`src/fpp_pkg.sv`:
```
// ----------------------------------------------------------------------------
// fpp_pkg
// Shared types and constants for the framed signed pair parser.
// ----------------------------------------------------------------------------
package fpp_pkg;

    // frame buffer size in bytes; a body may hold at most BUFFER_BYTES-1 bytes
    localparam int BUFFER_BYTES = 16;
    localparam int CNT_W        = $clog2(BUFFER_BYTES);
    localparam logic [CNT_W-1:0] BODY_LAST = CNT_W'(BUFFER_BYTES - 1);

    // framing and body characters
    localparam logic [7:0] CHAR_DOLLAR = 8'h24;
    localparam logic [7:0] CHAR_HASH   = 8'h23;
    localparam logic [7:0] CHAR_PLUS   = 8'h2B;
    localparam logic [7:0] CHAR_MINUS  = 8'h2D;
    localparam logic [7:0] CHAR_COMMA  = 8'h2C;
    localparam logic [7:0] CHAR_ZERO   = 8'h30;
    localparam logic [7:0] CHAR_NINE   = 8'h39;

    // body parse phase
    typedef enum logic [1:0] {
        PH_START = 2'd0,
        PH_ERR   = 2'd1,
        PH_DATA  = 2'd2,
        PH_STOP  = 2'd3
    } phase_t;

    // one parsed frame
    typedef struct packed {
        logic signed [15:0] error_value;
        logic [7:0]         extra_data;
        logic               frame_valid;
        logic [15:0]        frame_number;
    } result_t;

endpackage

```
`src/fpp_frame_parser.sv`:
```
// ----------------------------------------------------------------------------
// fpp_frame_parser
// Holds the frame and parse state and updates it for one byte per step.
// ----------------------------------------------------------------------------
module fpp_frame_parser (
    input  logic              aclk,
    input  logic              aresetn,
    input  logic              step,
    input  logic [7:0]        rx_byte,
    output logic              emit,
    output fpp_pkg::result_t  result
);

    logic                       in_frame_reg,  in_frame_next;
    logic [fpp_pkg::CNT_W-1:0]  body_cnt_reg,  body_cnt_next;
    fpp_pkg::phase_t            phase_reg,     phase_next;
    logic                       negative_reg,  negative_next;
    logic [15:0]                err_acc_reg,   err_acc_next;
    logic [7:0]                 data_acc_reg,  data_acc_next;
    logic                       saw_digit_reg, saw_digit_next;
    logic                       saw_comma_reg, saw_comma_next;
    logic [15:0]                frame_cnt_reg, frame_cnt_next;

    logic        is_digit;
    logic [3:0]  digit_val;
    logic [15:0] err_times_ten;
    logic [7:0]  data_times_ten;

    // digit decode and multiply by ten as shift-add
    // ascii digits sit at 0x30..0x39, so the low nibble is the digit value
    assign is_digit       = rx_byte inside {[fpp_pkg::CHAR_ZERO:fpp_pkg::CHAR_NINE]};
    assign digit_val      = rx_byte[3:0];
    assign err_times_ten  = (err_acc_reg << 3) + (err_acc_reg << 1);
    assign data_times_ten = (data_acc_reg << 3) + (data_acc_reg << 1);

    // next state for framing and body parse
    always_comb begin
        in_frame_next  = in_frame_reg;
        body_cnt_next  = body_cnt_reg;
        phase_next     = phase_reg;
        negative_next  = negative_reg;
        err_acc_next   = err_acc_reg;
        data_acc_next  = data_acc_reg;
        saw_digit_next = saw_digit_reg;
        saw_comma_next = saw_comma_reg;
        frame_cnt_next = frame_cnt_reg;
        if (step) begin
            if (rx_byte == fpp_pkg::CHAR_DOLLAR) begin
                in_frame_next  = 1'b1;
                body_cnt_next  = '0;
                phase_next     = fpp_pkg::PH_START;
                negative_next  = 1'b0;
                err_acc_next   = '0;
                data_acc_next  = '0;
                saw_digit_next = 1'b0;
                saw_comma_next = 1'b0;
            end else if (rx_byte == fpp_pkg::CHAR_HASH) begin
                if (in_frame_reg) begin
                    frame_cnt_next = frame_cnt_reg + 16'd1;
                    in_frame_next  = 1'b0;
                end
            end else if (in_frame_reg) begin
                if (body_cnt_reg < fpp_pkg::BODY_LAST) begin
                    body_cnt_next = body_cnt_reg + 1'b1;
                    case (phase_reg)
                        fpp_pkg::PH_START: begin
                            if (rx_byte == fpp_pkg::CHAR_PLUS) begin
                                phase_next = fpp_pkg::PH_ERR;
                            end else if (rx_byte == fpp_pkg::CHAR_MINUS) begin
                                negative_next = 1'b1;
                                phase_next    = fpp_pkg::PH_ERR;
                            end else if (is_digit) begin
                                err_acc_next   = err_times_ten + {12'd0, digit_val};
                                saw_digit_next = 1'b1;
                                phase_next     = fpp_pkg::PH_ERR;
                            end else if (rx_byte == fpp_pkg::CHAR_COMMA) begin
                                saw_comma_next = 1'b1;
                                phase_next     = fpp_pkg::PH_DATA;
                            end else begin
                                phase_next = fpp_pkg::PH_STOP;
                            end
                        end
                        fpp_pkg::PH_ERR: begin
                            if (is_digit) begin
                                err_acc_next   = err_times_ten + {12'd0, digit_val};
                                saw_digit_next = 1'b1;
                            end else if (rx_byte == fpp_pkg::CHAR_COMMA) begin
                                saw_comma_next = 1'b1;
                                phase_next     = fpp_pkg::PH_DATA;
                            end else begin
                                phase_next = fpp_pkg::PH_STOP;
                            end
                        end
                        fpp_pkg::PH_DATA: begin
                            if (is_digit) begin
                                data_acc_next = data_times_ten + {4'd0, digit_val};
                            end else begin
                                phase_next = fpp_pkg::PH_STOP;
                            end
                        end
                        default: begin
                            phase_next = phase_reg;
                        end
                    endcase
                end else begin
                    // overlong body drops the frame
                    in_frame_next = 1'b0;
                end
            end
        end
    end

    // result for a closing hash
    always_comb begin
        emit                = step && (rx_byte == fpp_pkg::CHAR_HASH) && in_frame_reg;
        result.error_value  = negative_reg ? $signed(16'd0 - err_acc_reg) : $signed(err_acc_reg);
        result.extra_data   = data_acc_reg;
        result.frame_valid  = saw_digit_reg && saw_comma_reg;
        result.frame_number = frame_cnt_reg + 16'd1;
    end

    // state registers
    always_ff @(posedge aclk) begin
        if (!aresetn) begin
            in_frame_reg  <= 1'b0;
            body_cnt_reg  <= '0;
            phase_reg     <= fpp_pkg::PH_START;
            negative_reg  <= 1'b0;
            err_acc_reg   <= '0;
            data_acc_reg  <= '0;
            saw_digit_reg <= 1'b0;
            saw_comma_reg <= 1'b0;
            frame_cnt_reg <= '0;
        end else begin
            in_frame_reg  <= in_frame_next;
            body_cnt_reg  <= body_cnt_next;
            phase_reg     <= phase_next;
            negative_reg  <= negative_next;
            err_acc_reg   <= err_acc_next;
            data_acc_reg  <= data_acc_next;
            saw_digit_reg <= saw_digit_next;
            saw_comma_reg <= saw_comma_next;
            frame_cnt_reg <= frame_cnt_next;
        end
    end

endmodule

```
`src/framed_signed_pair_parser.sv`:
```
// ----------------------------------------------------------------------------
// framed_signed_pair_parser
// Parses '$'[+|-]digits,digits'#' frames from a received byte stream.
// ----------------------------------------------------------------------------
// Usage:
//   s_valid/s_ready/s_rx_byte carry one received byte per transfer.
//   m_valid/m_ready carry one result per closed frame: m_error_value,
//   m_extra_data, m_frame_valid, m_frame_number. Bytes that close no
//   frame produce no result transfer.
//   A byte is captured in an input register, then parsed against the held
//   frame state when it advances; a result lands in the output register,
//   which drives m_valid, so a closing byte passes the input register and
//   the output register before its result transfer.
//   Throughput is one byte per cycle while the output side takes results;
//   the parse step is combinational (one multiply by ten).
//   When m_valid is held by a stalled receiver, the input register stops
//   advancing and s_ready drops once it is full; bytes resume at once when
//   the result is taken.
//   Synchronous active-low reset clears frame state, the frame counter and
//   both valid flags.
// ----------------------------------------------------------------------------
module framed_signed_pair_parser (
    input  logic               aclk,
    input  logic               aresetn,
    input  logic               s_valid,
    output logic               s_ready,
    input  logic [7:0]         s_rx_byte,
    output logic               m_valid,
    input  logic               m_ready,
    output logic signed [15:0] m_error_value,
    output logic [7:0]         m_extra_data,
    output logic               m_frame_valid,
    output logic [15:0]        m_frame_number
);

    logic             byte_valid_reg;
    logic [7:0]       byte_reg;
    logic             out_valid_reg;
    fpp_pkg::result_t out_reg;
    logic             advance;
    logic             emit;
    fpp_pkg::result_t result;

    // input stage moves on when the output register can take a result
    assign advance = byte_valid_reg && (!out_valid_reg || m_ready);
    assign s_ready = !byte_valid_reg || advance;

    fpp_frame_parser u_parser (
        .aclk    (aclk),
        .aresetn (aresetn),
        .step    (advance),
        .rx_byte (byte_reg),
        .emit    (emit),
        .result  (result)
    );

    // input register
    always_ff @(posedge aclk) begin
        if (!aresetn) begin
            byte_valid_reg <= 1'b0;
        end else if (s_ready) begin
            byte_valid_reg <= s_valid;
        end
        if (s_valid && s_ready) begin
            byte_reg <= s_rx_byte;
        end
    end

    // output register
    always_ff @(posedge aclk) begin
        if (!aresetn) begin
            out_valid_reg <= 1'b0;
        end else if (advance) begin
            out_valid_reg <= emit;
        end else if (m_ready) begin
            out_valid_reg <= 1'b0;
        end
        if (advance && emit) begin
            out_reg <= result;
        end
    end

    assign m_valid        = out_valid_reg;
    assign m_error_value  = out_reg.error_value;
    assign m_extra_data   = out_reg.extra_data;
    assign m_frame_valid  = out_reg.frame_valid;
    assign m_frame_number = out_reg.frame_number;

    // a result is only raised by a closing hash
    assert property (@(posedge aclk) disable iff (!aresetn)
        emit |-> (byte_reg == fpp_pkg::CHAR_HASH))
        else $error("result raised by a byte other than hash");

    // an emitted result shows on the output in the next cycle
    assert property (@(posedge aclk) disable iff (!aresetn)
        (advance && emit) |=> m_valid)
        else $error("emitted result not presented");

    // input side only stalls behind a held result
    assert property (@(posedge aclk) disable iff (!aresetn)
        !s_ready |-> (byte_valid_reg && out_valid_reg && !m_ready))
        else $error("input stalled without a held result");

    // consecutive results carry consecutive frame numbers
    assert property (@(posedge aclk) disable iff (!aresetn)
        (advance && emit && out_valid_reg) |=>
            (m_frame_number == $past(out_reg.frame_number) + 16'd1))
        else $error("frame number skipped");

endmodule
```
`config.mk`:
```
export PLATFORM = sky130hd
export DESIGN_NAME = framed_signed_pair_parser
export DESIGN_NICKNAME = d
export VERILOG_FILES = /design/src/fpp_pkg.sv /design/src/fpp_frame_parser.sv /design/src/framed_signed_pair_parser.sv
export SDC_FILE = /design/constraint.sdc
export NUM_CORES = 1
export LEC_CHECK = 0
export ABC_CLOCK_PERIOD_IN_PS = 6010
export BUFFER_PORTS_ARGS = -buffer_cell sky130_fd_sc_hd__buf_4
export CAP_MARGIN = 20
export CORE_UTILIZATION = 30
export CTS_CLUSTER_DIAMETER = 120
export CTS_CLUSTER_SIZE = 28
export DETAILED_ROUTE_END_ITERATION = 8
export GPL_TIMING_DRIVEN = 0
export MAX_ROUTING_LAYER = met4
export RECOVER_POWER = 100
export SKIP_CTS_REPAIR_TIMING = 1
export SLEW_MARGIN = 40
export SYNTH_ARGS = -nofsm -noshare
export SYNTH_HDL_FRONTEND = slang
export SYNTH_SLANG_ARGS = --single-unit
```
`constraint.sdc`:
```
create_clock -name aclk -period 6.01 [get_ports aclk]
set_input_delay 0.3005 -clock aclk [delete_from_list [all_inputs] [get_ports aclk]]
set_output_delay 0.3005 -clock aclk [all_outputs]
set_load 0.01 [all_outputs]
```
# Word-level counts from Yosys, hierarchy flattened
# Index checks and enable logic that the tools add are counted.
# classes
muxes	60
n_eq_ne	13
n_lt_le_gt_ge	3
reduce_logical	27
n_bitwise	1
add_sub_neg	7
# op_table
operator	n
two-way mux 16 bit	8
two-way mux 8 bit	6
== test 8 x 6 -> 1 bit, second input constant	5
one-hot mux 16 bit (2 select lines)	1
two-way mux 1 bit	29
AND reduction 7 bit	3
two-way mux 2 bit	9
adder 16 x 1 -> 16 bit, second input constant	1
adder 16 bit	1
adder 16 x 4 -> 16 bit	1
two-way mux 4 bit	4
subtractor 1 x 16 -> 16 bit, first input constant	1
nonzero test 2 bit	7
adder 8 x 4 -> 8 bit	1
adder 8 bit	1
>= comparator 8 x 6 -> 1 bit, second input constant	1
less-or-equal comparator 8 x 6 -> 1 bit, second input constant	1
AND reduction 4 bit	2
logical AND 1 bit	7
inequality test 3 x 2 -> 1 bit, second input constant	2
inequality test 3 bit, second input constant	2
one-hot mux 2 bit (3 select lines)	1
AND reduction 6 bit	1
adder 4 x 1 -> 4 bit, second input constant	1
11 further kinds	15
# word_totals
elab_cells	127
out_inout_bits	43
regBits	101
in_bits	12

# Longest topological paths before layout
# depth
word_depth	10
depth_mapped	11
ltp_nobuf	10

# Cells and area by module
# From an unflattened synthesis, not the netlist that was laid out.
# hier_totals
hier_cells	515
hier_area_um2	5434.0
# modules_own_cells
mod	cells_per_inst	instances	area_per_inst_um2	seq_area_each_um2
fpp_frame_parser	453	1	3849.9	1001.0
framed_signed_pair_parser	62	1	1584.0	1511.4

# Worst setup path after synthesis
# Ideal clock, no wire load.
# synth_path
path_type	flip-flop to flip-flop
startpoint	register byte_reg[4]
endpoint	register u_parser.frame_cnt_reg[15]
path_buffers	1
stages_incl_launch_ff	9
path_slack_ps	2168
setup_ps	115
arrival_ps	3727
synth_period_minus_slack_ps	3842
cell_sequence	edfxtp_1 > or4b_4 > nor4_1 > nand4_1 > inv_1 > buf_1 > nand4_1 > xnor2_1 > and2_1
# synth_via
elab_chain_cells	3
# synth_lines
item	line_no	rtl
from (decl)	framed_signed_pair_parser.sv:37	logic [7:0] byte_reg;
from (signal assigned)	framed_signed_pair_parser.sv:65	byte_reg <= s_rx_byte;
== test 8 x 6 -> 1 bit	fpp_frame_parser.sv:48	if (rx_byte == fpp_pkg::CHAR_DOLLAR) begin
NOT 1 bit (no line)	n/a	
AND reduction 4 bit (no line) (*)	n/a	
to (signal assigned)	fpp_frame_parser.sv:143	frame_cnt_reg <= frame_cnt_next;
to (decl)	fpp_frame_parser.sv:22	logic [15:0] frame_cnt_reg, frame_cnt_next;
# Every way passes the cells marked *; elsewhere a longest branch is shown, timed or not.
# A chain may end at the register's enable or synchronous reset.

# Final worst setup path
# layout_path
startpoint	register byte_reg[4]
endpoint	register u_parser.frame_cnt_reg[13]
# The elaborated chain is that of the path after synthesis.

==> reports/metrics.yaml <==
hpwl_um: 8440
p_switching_mw: 0.273
nNetsFinal: 633
syn_inst: 509
overflow: 0
synth_area_per_cell_sq_um: 10.5
finalHoldViolCount: 0
ctsHtreeMaxLevel: 3
max_freq_mhz: 238
clk_pin_slew_worst_paths_ns: 0.07
grt_pass1_vias: 3863
ys_seq_area_share_pct: 47.2
skew_ns: 0.0107
ff_latch_area_sq_um: 2510
worstMarginPinSlew_ns: 1.40
numCtsBuffers: 9
p_int_mw: 1.11
worstPathArrival_ns: 4.44
hold_path.class: "in -> reg"
yosys_warnings: 0
setup_violations: 0
grt_antenna_before_repair: 0
synthesis.area_sq_um: 5330
stdcell_count: 805
routed_via_density: 4.81
critPathKind: "reg -> reg"
via_count: 3873
maxCapViolations: 0
cp.required_ns: 6.25
cp_cell_sequence: "or4b_1 -> nor4_1 -> nand4_1 -> inv_1 -> clkbuf_1 -> buf_16 -> nand4_1 -> xnor2_1 -> and2_0"
cp.buffers_inverters: 3
drt_iter0_drc: 227
wl_per_cell_um: 14.0
finalInstanceArea_sq_um: 6180
synth_area_leaders: "edfxtp_1 (28%), dfxtp_1 (20%), ha_1 (9.9%)"
post_dp_cell_area_sq_um: 6050
pre_cts_ws_ns: 2.39
die_w_um: 135
drv_slew: 0
power_frac_comb_pct: 2.5
hold_slack_ns: 0.140
synth_top_cells_by_count: "dfxtp_1 (52), edfxtp_1 (49), nand2_1 (46)"
wirelength_um: 11200
cp_max_fo: 26
clk_latency_ns: 0.35
power_density_nw_per_um2: 224
async_flop_share_pct: 0
place.port_buffers: 54
cts_tree: "done"
drc: 0
fin_crit_sh_pct: 69.8
setup_slack_ns: 1.81
rows: 48
antenna_cells: 0
grt_max_degree: 27
core_area_sq_um: 17300
swShare_pct: 19.7
clock_sinks: 101
ant_nets: 0
outcome: "complete, no violations"
ys_seq_elements: 101
drive_gt1_share_pct: 4.48
cpLargestDelayFamily: "simple AND/OR/NAND/NOR gates"
crit_slowest_cell: "clkbuf_1"
nFillCells: 1779
syn2layout_area_growth_pct: 16.1
p_clk_share_pct: 45.0
multi_input_area_sq_um: 2670
synth_top_area_share_pct: 27.6
gp_congestion: 0.886
synth_cell_types: 51
p_leak_nw: 2.56
die_h_um: 135
setup_tns_ns: 0
synth_top_cell_by_area: "edfxtp_1"
yosysMostFrequentCell: "dfxtp_1"
pwr-share-seq_pct: 52.4
synth-main-ff-cell: "dfxtp_1"
synth_fp_nets: 567
rsz0062_at_grt: "false"
ios: 55
critPathLaunchType: "flip-flop"
crit_path_frequent_cell: "nand4_1"
slew_headroom_pct: 6.47
fin_crit_ns: 4.20
grt_util_all_layers_pct: 13.8
irDropWorstVdd_uv: 134
place_inst: 789
root_buffer: "clkbuf_16"
clock_path_buffers: 2
design.die.area_sq_um: 18300
synth_edf_count: 49
critical_path.max_stage_delay_ns: 1.05
grt_pass1_wl_um: 19000
first_pass_iters: 6
end_kind: "flip-flop"
start_util_pct: 30.8
==> kinds of logic after synthesis <==
kind of cell / synth area share, %
compound gates: 11.6
xor+xnor: 9.70
fa+ha+maj: 11.4
buf+inv: 2.70
flops: 47.2
mux: 0.376
simple gates: 17.1
==> power groups by stage <==
| stage | Combinational [mW] | Clock, mW | Sequential, mW |
|---|---|---|---|
| floorplan | 0.0216 | 0 | 0.740 |
| detailed placement | 0.0364 | 0 | 0.742 |
| CTS | 0.0363 | 0.639 | 0.727 |
| finish | 0.0349 | 0.624 | 0.727 |
| global placement | 0.0353 | 0 | 0.742 |
| global route | 0.0399 | 0.666 | 0.727 |
==> path summary, 6_finish.rpt <==
path,cells past startpoint,end,startpoint,slack (ns)
max,9,u_parser.frame_cnt_reg[13],byte_reg[4],1.81
min,1,byte_reg[4],s_rx_byte[4],0.14
max reg2reg,9,u_parser.frame_cnt_reg[13],byte_reg[4],1.81
min reg2reg,0,m_extra_data[7],u_parser.data_acc_reg[7],0.44
==> routing by layer <==
metal	GRT usage, %	wire [um]
met1	16.6	5220
met2	22.0	5310
met3	2.81	435
met4	6.49	279
met5	-	0
==> cell usage in the layout (no fill, tap or decap), types with 18 or more instances in the layout <==
cell | synthesis | routed
clkbuf_1 | 15 | 65
ha_1 | 42 | 42
nand2_1 | 46 | 46
nor2_1 | 22 | 22
inv_1 | 18 | 18
o21ai_0 | 20 | 20
edfxtp_1 | 49 | 49
xor2_1 | 25 | 25
a21oi_1 | 18 | 18
xnor2_1 | 34 | 34
dfxtp_1 | 52 | 52
nor2b_1 | 26 | 26
==> cell type report <==
cell class,count,share of cell area [%]
inverter,18,1.09
tap,225,4.55
sequential,101,40.6
timing repair buffer,55,4.39
buffer,18,1.09
clock buffer,14,4.11
multi-input combinational,372,43.2
clock inverter,2,0.971
==> metrics by stage <==
stage	utilization (%)	total power [mW]
finish	35.7	1.39
floorplan	-	0.761
detailed placement	35.0	0.779
global route	35.7	1.43
CTS	36.8	1.40
global placement	34.8	0.777
Note: power is estimated with default switching activity, not from simulation.
